## src/dtst_pkg.sv

```systemverilog
`timescale 1ns / 1ps
// ----------------------------------------------------------------------------
// dtst_pkg
// Shared types and constants for the divider / timer / serial ticker.
// ----------------------------------------------------------------------------
package dtst_pkg;

   localparam int DIVIDER_WIDTH = 16;
   localparam int CMD_WIDTH     = 2;
   localparam int DATA_WIDTH    = 8;
   localparam int BITS_WIDTH    = 4;
   localparam int CSR_IDX_WIDTH = 2;
   localparam int RSP_FIELDS_W  = 3 + 2 * DATA_WIDTH;
   localparam int RSP_TDATA_W   = ((RSP_FIELDS_W + 7) / 8) * 8;

   // commands
   localparam logic [CMD_WIDTH-1:0] CMD_TICK      = 2'd0;
   localparam logic [CMD_WIDTH-1:0] CMD_SER_START = 2'd1;
   localparam logic [CMD_WIDTH-1:0] CMD_DIV_RESET = 2'd2;
   localparam logic [CMD_WIDTH-1:0] CMD_CNT_WRITE = 2'd3;

   // rate selects
   localparam logic [1:0] RATE_1024 = 2'd0;
   localparam logic [1:0] RATE_16   = 2'd1;
   localparam logic [1:0] RATE_64   = 2'd2;
   localparam logic [1:0] RATE_256  = 2'd3;

   // register indexes
   localparam logic [CSR_IDX_WIDTH-1:0] REG_TIMER_ENABLE = 2'd0;
   localparam logic [CSR_IDX_WIDTH-1:0] REG_RATE_SELECT  = 2'd1;
   localparam logic [CSR_IDX_WIDTH-1:0] REG_RELOAD_VALUE = 2'd2;
   localparam logic [CSR_IDX_WIDTH-1:0] REG_SERIAL_INT   = 2'd3;

   localparam logic [BITS_WIDTH-1:0] SERIAL_BITS = 4'd8;

   typedef struct packed {
      logic                  timer_enable;
      logic [1:0]            rate_select;
      logic [DATA_WIDTH-1:0] reload_value;
      logic                  serial_internal_clock;
   } cfg_type;

   typedef struct packed {
      logic [DATA_WIDTH-1:0] divider_high;
      logic [DATA_WIDTH-1:0] counter_value;
      logic                  joypad_poll;
      logic                  serial_irq;
      logic                  timer_irq;
   } result_type;

endpackage

```

## src/divider_timer_serial_ticker.sv

```systemverilog
`timescale 1ns / 1ps
// ----------------------------------------------------------------------------
// divider_timer_serial_ticker
// Free-running divider with rate-selected 8-bit timer, modulo reload, serial
// bit countdown and joypad poll pulse.
//
// Usage:
//   req_*  : one transfer per command. tuser = command (0 tick, 1 start
//            serial, 2 reset divider, 3 write counter), tdata = write data.
//   rsp_*  : exactly one transfer per request, in order, carrying the
//            interrupt flags, the counter and the divider high byte.
//   csr_*  : register writes (0 enable, 1 rate, 2 reload, 3 internal clock);
//            always ready, to be written while no request is in flight.
//   A request passes one input register, then the state update and the result
//   register. Throughput is one request per cycle, set by the state update,
//   as long as the response is not stalled.
//   A stalled response holds its register; the input register still takes
//   one more request, after which req_tready drops until rsp_tready returns.
//   Synchronous reset clears all state, the config and both stages' valid flags.
// ----------------------------------------------------------------------------
module divider_timer_serial_ticker
   import dtst_pkg::*;
(
   input  logic                     clock,
   input  logic                     reset,
   input  logic                     req_tvalid,
   output logic                     req_tready,
   input  logic [DATA_WIDTH-1:0]    req_tdata,   // [7:0] write_data
   input  logic [CMD_WIDTH-1:0]     req_tuser,   // [1:0] command
   output logic                     rsp_tvalid,
   input  logic                     rsp_tready,
   // [0] timer_irq, [1] serial_irq, [2] joypad_poll, [10:3] counter_value,
   // [18:11] divider_high, rest zero
   output logic [RSP_TDATA_W-1:0]   rsp_tdata,
   input  logic                     csr_valid,
   output logic                     csr_ready,
   input  logic [CSR_IDX_WIDTH-1:0] csr_index,
   input  logic [DATA_WIDTH-1:0]    csr_data
);

   logic                  in_valid_ff, in_valid_in;
   logic [CMD_WIDTH-1:0]  in_cmd_ff;
   logic [DATA_WIDTH-1:0] in_data_ff;
   logic                  rsp_valid_ff, rsp_valid_in;
   result_type            rsp_ff;
   result_type            result;
   cfg_type               cfg;
   logic                  out_adv;
   logic                  commit;
   logic                  req_xfer;

   assign csr_ready = 1'b1;
   assign out_adv   = !rsp_valid_ff || rsp_tready;
   assign commit    = in_valid_ff && out_adv;
   assign req_tready = !in_valid_ff || out_adv;
   assign req_xfer  = req_tvalid && req_tready;

   assign in_valid_in  = req_xfer || (in_valid_ff && !out_adv);
   assign rsp_valid_in = commit || (rsp_valid_ff && !rsp_tready);

   dtst_regs u_regs (
      .clock     (clock),
      .reset     (reset),
      .csr_valid (csr_valid),
      .csr_index (csr_index),
      .csr_data  (csr_data),
      .cfg       (cfg)
   );

   dtst_core u_core (
      .clock      (clock),
      .reset      (reset),
      .commit     (commit),
      .command    (in_cmd_ff),
      .write_data (in_data_ff),
      .cfg        (cfg),
      .result     (result)
   );

   always_ff @(posedge clock) begin
      if (reset) begin
         in_valid_ff  <= 1'b0;
         rsp_valid_ff <= 1'b0;
      end else begin
         in_valid_ff  <= in_valid_in;
         rsp_valid_ff <= rsp_valid_in;
      end
   end

   always_ff @(posedge clock) begin
      if (req_xfer) begin
         in_cmd_ff  <= req_tuser;
         in_data_ff <= req_tdata;
      end
      if (commit) begin
         rsp_ff <= result;
      end
   end

   assign rsp_tvalid = rsp_valid_ff;
   assign rsp_tdata  = {{(RSP_TDATA_W - RSP_FIELDS_W){1'b0}}, rsp_ff};

`ifndef SYNTH
   a_reload_on_irq: assert property (@(posedge clock) disable iff (reset)
      rsp_valid_ff && rsp_ff.timer_irq |-> rsp_ff.counter_value == cfg.reload_value)
      else $error("timer irq without reload value in counter");

   a_rsp_from_input: assert property (@(posedge clock) disable iff (reset)
      $rose(rsp_valid_ff) |-> $past(in_valid_ff))
      else $error("response raised without a staged request");

   a_input_held: assert property (@(posedge clock) disable iff (reset)
      in_valid_ff && !out_adv |=> in_valid_ff && $stable(in_cmd_ff) && $stable(in_data_ff))
      else $error("staged request lost while output stalled");
`endif

endmodule

```

## src/dtst_regs.sv

```systemverilog
`timescale 1ns / 1ps
// ----------------------------------------------------------------------------
// dtst_regs
// Configuration registers, written through the csr channel.
// ----------------------------------------------------------------------------
module dtst_regs
   import dtst_pkg::*;
(
   input  logic                     clock,
   input  logic                     reset,
   input  logic                     csr_valid,
   input  logic [CSR_IDX_WIDTH-1:0] csr_index,
   input  logic [DATA_WIDTH-1:0]    csr_data,
   output cfg_type                  cfg
);

   cfg_type cfg_ff;
   cfg_type cfg_in;

   always_comb begin
      cfg_in = cfg_ff;
      if (csr_valid) begin
         unique case (csr_index)
            REG_TIMER_ENABLE: cfg_in.timer_enable          = csr_data[0];
            REG_RATE_SELECT:  cfg_in.rate_select           = csr_data[1:0];
            REG_RELOAD_VALUE: cfg_in.reload_value          = csr_data;
            REG_SERIAL_INT:   cfg_in.serial_internal_clock = csr_data[0];
            default:          cfg_in = cfg_ff;
         endcase
      end
   end

   always_ff @(posedge clock) begin
      if (reset) begin
         cfg_ff <= '0;
      end else begin
         cfg_ff <= cfg_in;
      end
   end

   assign cfg = cfg_ff;

endmodule

```

## src/dtst_core.sv

```systemverilog
`timescale 1ns / 1ps
// ----------------------------------------------------------------------------
// dtst_core
// Divider, counter and serial bit state with their update, registered on commit.
// ----------------------------------------------------------------------------
module dtst_core
   import dtst_pkg::*;
(
   input  logic                  clock,
   input  logic                  reset,
   input  logic                  commit,
   input  logic [CMD_WIDTH-1:0]  command,
   input  logic [DATA_WIDTH-1:0] write_data,
   input  cfg_type               cfg,
   output result_type            result
);

   logic [DIVIDER_WIDTH-1:0] divider_ff, divider_in;
   logic [DATA_WIDTH-1:0]    counter_ff, counter_in;
   logic                     active_ff, active_in;
   logic [BITS_WIDTH-1:0]    bits_ff, bits_in;

   logic [DIVIDER_WIDTH-1:0] div_inc;
   logic [DATA_WIDTH:0]      cnt_sum;
   logic [BITS_WIDTH-1:0]    bits_dec;
   logic                     rate_hit;
   logic                     tick;
   logic                     step;
   logic                     ser_edge;
   logic                     tirq;
   logic                     sirq;
   logic                     poll;

   assign div_inc  = divider_ff + 1'b1;
   assign cnt_sum  = {1'b0, counter_ff} + 1'b1;
   assign bits_dec = bits_ff - 1'b1;
   assign tick     = (command == CMD_TICK);

   always_comb begin
      unique case (cfg.rate_select)
         RATE_1024: rate_hit = (div_inc[9:0] == '0);
         RATE_16:   rate_hit = (div_inc[3:0] == '0);
         RATE_64:   rate_hit = (div_inc[5:0] == '0);
         RATE_256:  rate_hit = (div_inc[7:0] == '0);
         default:   rate_hit = 1'b0;
      endcase
   end

   assign step     = tick && cfg.timer_enable && rate_hit;
   assign ser_edge = tick && (div_inc[8:0] == '0) && active_ff && cfg.serial_internal_clock;
   assign tirq     = step && cnt_sum[DATA_WIDTH];
   assign sirq     = ser_edge && (bits_dec == '0);
   assign poll     = tick && (div_inc[11:0] == '0);

   always_comb begin
      divider_in = divider_ff;
      counter_in = counter_ff;
      active_in  = active_ff;
      bits_in    = bits_ff;
      unique case (command)
         CMD_TICK: begin
            divider_in = div_inc;
            if (step) begin
               counter_in = tirq ? cfg.reload_value : cnt_sum[DATA_WIDTH-1:0];
            end
            if (ser_edge) begin
               bits_in = bits_dec;
               if (sirq) begin
                  active_in = 1'b0;
               end
            end
         end
         CMD_SER_START: begin
            active_in = 1'b1;
            bits_in   = SERIAL_BITS;
         end
         CMD_DIV_RESET: divider_in = '0;
         CMD_CNT_WRITE: counter_in = write_data;
         default: divider_in = divider_ff;
      endcase
   end

   always_ff @(posedge clock) begin
      if (reset) begin
         divider_ff <= '0;
         counter_ff <= '0;
         active_ff  <= 1'b0;
         bits_ff    <= '0;
      end else if (commit) begin
         divider_ff <= divider_in;
         counter_ff <= counter_in;
         active_ff  <= active_in;
         bits_ff    <= bits_in;
      end
   end

   assign result.timer_irq     = tirq;
   assign result.serial_irq    = sirq;
   assign result.joypad_poll   = poll;
   assign result.counter_value = counter_in;
   assign result.divider_high  = divider_in[DIVIDER_WIDTH-1 -: DATA_WIDTH];

endmodule
```

## config.mk

```make
export PLATFORM = sky130hd
export DESIGN_NAME = divider_timer_serial_ticker
export DESIGN_NICKNAME = d
export VERILOG_FILES = /design/src/dtst_pkg.sv /design/src/divider_timer_serial_ticker.sv /design/src/dtst_regs.sv /design/src/dtst_core.sv
export SDC_FILE = /design/constraint.sdc
export NUM_CORES = 1
export LEC_CHECK = 0
export BUFFER_PORTS_ARGS = -buffer_cell sky130_fd_sc_hd__buf_2
export CAP_MARGIN = 20
export CELL_PAD_IN_SITES_DETAIL_PLACEMENT = 1
export CELL_PAD_IN_SITES_GLOBAL_PLACEMENT = 1
export CORE_AREA = 5 5 113 89
export DETAILED_ROUTE_END_ITERATION = 8
export DIE_AREA = 0 0 118 94
export GPL_TIMING_DRIVEN = 0
export PLACE_DENSITY_LB_ADDON = 0.1
export SLEW_MARGIN = 5
export SYNTH_ARGS = -nofsm -noshare
export SYNTH_HDL_FRONTEND = slang
export SYNTH_SLANG_ARGS = --single-unit
```

## constraint.sdc

```tcl
create_clock -name clock -period 2.92 [get_ports clock]
set_clock_uncertainty 0.2 [all_clocks]
set_input_delay 0.292 -clock clock [delete_from_list [all_inputs] [get_ports clock]]
set_output_delay 0.292 -clock clock [all_outputs]
set_load 0.05 [all_outputs]
```

==> implementation parameters <==
Parameter                              Value

Run status
  Run status ... complete, no violations

Setup path
  Critical path required time ... 2.79 ns
  Ordered list of cells on the worst path ... ha_2 > and4_4 > and3_1 > a22o_1 > or3_4 > and4_1 > buf_6 > a22oi_4 > o21ai_0
  Number of logic stages on the critical path including buffering ... 9
  Kind of cell with the highest combined delay on the critical path ... simple AND/OR/NAND/NOR gates
  Crit Reg-Reg Startpoint ... u_core.divider_ff[0]$_SDFFE_PP0P_
  Biggest cell delay along the critical path ... 0.37 ns
  Startpoint-to-endpoint class of the critical path ... register to register
  Number of buffer and inverter stages on the critical path ... 1
  Arrival @ worst endpoint ... 2.66 ns
  Slowest cell on the critical path ... sky130_fd_sc_hd__or3_4
  CP Capture Type ... register
  Critical Path Start ... u_core.divider_ff[0]$_SDFFE_PP0P_
  Number of cells on the worst reg-to-reg path ... 9
  Critical path peak fanout ... 10
  Setup crit start kind ... register

Layout
  Multi-input combinational cell area ... 1830 um2
  Number of antenna repair diodes ... 0
  Post-route cell area ... 4570 um2
  Final cell utilization of the core ... 52.0%
  Fraction of layout instances using a drive strength above 1 ... 21.0%
  Signed area change from the synthesized netlist to the final layout ... 21.7%
  Final nets ... 510
  Filler cell count in the final layout ... 1042
  Footprint of the flip-flops and latches ... 1730 um2

Pwr
  Clock network fraction of design power ... 42.9%
  Sw Ratio ... 27.3%
  Cell Int Power ... 1.78 mW
  Leakage power ... 1.85 nW
  Portion of total power attributed to combinational logic ... 11.6%
  Relative contribution of sequential cells to total power ... 45.5%
  Psw ... 669 uW
  Areal power density over the cells ... 536 nW/um2
  Max IR drop VDD ... 0.243 mV

Floorplan
  Die Y-Extent ... 94 um
  Die footprint ... 11100 um2
  # rows ... 30
  Die boundary width ... 118 um
  Initial Util ... 42.7%
  Ports placed on the boundary ... 52
  Total core area ... 8780 um2

Yosys
  Ys flop type ... sky130_fd_sc_hd__dfxtp_1
  Sequential fraction of the synthesis area ... 46.1%
  FFs w/ async S/R, synth ... 0%
  Netlist Area Pre-Place ... 3750 um2
  Mean area per synthesized cell ... 9.36 um2
  Total of warnings raised by yosys ... 0
  Gate count of the mapped netlist ... 401
  Number of enable-type register cells in the synthesized netlist ... 29
  Post-synth cell types ... 64
  Synthesis-stage register bit count ... 72

Hold path
  Hold-critical path depth ... 3
  Worst min-delay path startpoint ... csr_data[3]
  Tightest Hold Check Type ... input port to register

Clocking
  Clock Pin Slew Worst Setup and Hold Paths ... 0.06 ns
  Number of buffers created by CTS ... 9
  Clock sinks ... 72
  CTS tree ... yes
  Number of buffers on the longest clock path ... 2
  Library cell used as clock root buffer ... sky130_fd_sc_hd__clkbuf_16
  H-Tree Depth ... 3
  Skew-Pair Late Insertion Delay ... 0.33 ns

Timing
  Final Hold Vio Count ... 0
  Highest attainable clock frequency ... 358 MHz
  Post-route worst hold slack ... 0.0126 ns
  Actual slew at the worst max-slew pin ... 0.692 ns
  Worst path setup slack after routing ... 0.129 ns
  Final-report max-slew violation count ... 0
  Minimum clock period ... 2.79 ns
  Number of setup violations in the final report ... 0
  Final worst-path cycle share ... 95.6%
  Worst-case headroom to the max-slew limit ... 53.9%

Global route
  Wire length of the first global-routing pass ... 17.4 mm
  Vias in the first global route ... 3302
  Initial antenna violation count ... 0
  Largest net degree at the start of global routing ... 29
  Total gr overflow ... 0
  Global routing usage summed across all routing layers ... 19.7%

Detailed routing
  Drt initial violations ... 204
  Total routed wirelength ... 10.9 mm
  Routed wire per std cell ... 18.3 um
  Vias per cell ... 5.54
  DRC errors left ... 0
  Post-DRT Antenna Nets ... 0
  Vias ... 3283
  Number of detailed-route iterations in the first pass ... 4

Placed design
  Post-DP Area ... 4140 um2
  Pre-CTS setup slack ... -0.142 ns
  Quantity of I/O buffers inserted on ports ... 45
  Routability cong. ... 0.820
  Detailed placer's ending HPWL ... 7.71 mm

Run
  Max capacitance violation total ... 0
[worst min-delay path: cells and delay by family]
kind,cells,cell delay (ns)
AND/OR/NAND/NOR,1,0.07
buffers and inverters,1,0.09
multiplexers,1,0.06
[metal layers]
layer / up-vias / GRT usage [%] / wire length [um]
li1: 1586 / - / -
met1: 1601 / 27.5 / 5380
met2: 79 / 30.8 / 4730
met3: 17 / 4.58 / 589
met4: 0 / 5.35 / 152
met5: - / 0 / 0
[power by group through the flow]
stage	Sequential (mW)	Combinational (mW)	Clock (mW)
floorplan	1.17	0.145	0
global placement	1.13	0.263	0
detailed placement	1.14	0.269	0
CTS	1.11	0.285	1.06
global route	1.12	0.308	1.11
finish	1.11	0.285	1.05
[synthesized netlist by cell type (3+ instances only)]
cell	instances	area share (%)
sky130_fd_sc_hd__a22oi_2	4	1.3
sky130_fd_sc_hd__o32ai_1	6	1.4
sky130_fd_sc_hd__or3_1	3	0.50
sky130_fd_sc_hd__o31ai_1	3	0.60
sky130_fd_sc_hd__nor2b_1	3	0.50
sky130_fd_sc_hd__buf_2	5	0.67
sky130_fd_sc_hd__inv_1	14	1.4
sky130_fd_sc_hd__nand3_1	20	2.7
sky130_fd_sc_hd__nand4_1	3	0.50
sky130_fd_sc_hd__a21oi_1	12	1.6
sky130_fd_sc_hd__nand2_1	41	4.1
sky130_fd_sc_hd__and3_1	6	1.0
sky130_fd_sc_hd__nand3b_1	4	0.80
sky130_fd_sc_hd__edfxtp_1	29	23
sky130_fd_sc_hd__o21ai_1	5	0.67
sky130_fd_sc_hd__a22oi_1	5	1.0
sky130_fd_sc_hd__nor3_1	15	2.0
sky130_fd_sc_hd__a31oi_1	5	0.83
sky130_fd_sc_hd__a21o_1	3	0.60
sky130_fd_sc_hd__clkbuf_1	13	1.3
sky130_fd_sc_hd__nor2_1	54	5.4
sky130_fd_sc_hd__and2_1	3	0.50
sky130_fd_sc_hd__nand2b_1	3	0.50
sky130_fd_sc_hd__xnor2_1	6	1.4
sky130_fd_sc_hd__buf_4	7	1.4
sky130_fd_sc_hd__dfxtp_1	43	23
sky130_fd_sc_hd__a311oi_1	3	0.70
sky130_fd_sc_hd__mux2i_1	20	5.3
sky130_fd_sc_hd__o21ai_0	11	1.5
sky130_fd_sc_hd__ha_1	9	3.0
[metrics by stage]
stage               total power, mW  instances  setup TNS [ns]
finish                         2.45        593               0
CTS                            2.46        591               0
floorplan                      1.32        405               0
global placement               1.40        562           -1.44
detailed placement             1.40        562          -0.367
global route                   2.54        593        -0.00718
[path summary, 6_finish.rpt]
| check | endpoint | slack, ns |
|---|---|---|
| max | rsp_tdata[8]$_DFFE_PP_ | 0.13 |
| min | u_regs.cfg[4]$_SDFFE_PP0P_ | 0.01 |
| max reg2reg | rsp_tdata[8]$_DFFE_PP_ | 0.13 |
| min reg2reg | u_regs.cfg[4]$_SDFFE_PP0P_ | 0.32 |
[registers in the layout, summed over array words and instances (netlist names), 2 cells and up]
register	flops
in_cmd_ff	2
in_data_ff	8
rsp_tdata	19
u_core.bits_ff	4
u_core.counter_ff	8
u_core.divider_ff	16
u_regs.cfg	12
[area by class of cell]
type / instances / area share (%)
clock buffer: 10 / 5.23
buffer: 30 / 3.56
multi-input combinational: 289 / 40.0
timing repair buffer: 60 / 8.10
sequential: 72 / 37.9
inverter: 14 / 1.15
clock inverter: 6 / 0.958
tap: 112 / 3.07
[cells by family (layout without fill, tap and decap cells)]
logic type                 Yosys count  after routing  synth area share, %
xor gates and xnor gates             7              7                 1.63
other                                2              6                0.200
DFF                                 72             72                 46.1
muxes                               21             21                 5.63
and+or+nand+nor                    169            169                 21.9
AOI/OAI and AO/OA                   77             77                 15.9
adders and majority gates            9              9                 3.00
buffers and inverters               44            120                 5.70
[what timing repair did]
action / CTS / global route
buffers inserted: 0 / 2
resized for setup: 1 / 1
hold buffers: 13 / 0
endpoints found under the setup margin: 5 / 10
endpoints found under the hold margin: 13 / 0
pin swaps: 0 / 1
[placed cells by master (no fill, tap or decap), types with 3 or more instances in the layout]
cell and count:
sky130_fd_sc_hd__o21ai_0 11, sky130_fd_sc_hd__a22oi_1 5, sky130_fd_sc_hd__buf_4 9, sky130_fd_sc_hd__o32ai_1 6, sky130_fd_sc_hd__nand3_1 20, sky130_fd_sc_hd__o21ai_1 5
sky130_fd_sc_hd__buf_2 51, sky130_fd_sc_hd__edfxtp_1 29, sky130_fd_sc_hd__or3_1 3, sky130_fd_sc_hd__xnor2_1 6, sky130_fd_sc_hd__a22oi_2 4, sky130_fd_sc_hd__a21oi_1 11
sky130_fd_sc_hd__a21o_1 3, sky130_fd_sc_hd__dlygate4sd3_1 13, sky130_fd_sc_hd__nor3_1 15, sky130_fd_sc_hd__nor2b_1 3, sky130_fd_sc_hd__mux2i_1 20, sky130_fd_sc_hd__nand4_1 3
sky130_fd_sc_hd__and2_1 3, sky130_fd_sc_hd__a31oi_1 5, sky130_fd_sc_hd__clkbuf_1 13, sky130_fd_sc_hd__conb_1 6, sky130_fd_sc_hd__nand2b_1 3, sky130_fd_sc_hd__inv_1 14
sky130_fd_sc_hd__nor2_1 54, sky130_fd_sc_hd__nand2_1 41, sky130_fd_sc_hd__clkinvlp_4 4, sky130_fd_sc_hd__clkbuf_16 9, sky130_fd_sc_hd__and3_1 6, sky130_fd_sc_hd__ha_1 8
sky130_fd_sc_hd__dfxtp_1 43, sky130_fd_sc_hd__nand3b_1 4, sky130_fd_sc_hd__o31ai_1 3, sky130_fd_sc_hd__a311oi_1 3
No activity file was read; power rests on OpenSTA's default activity.
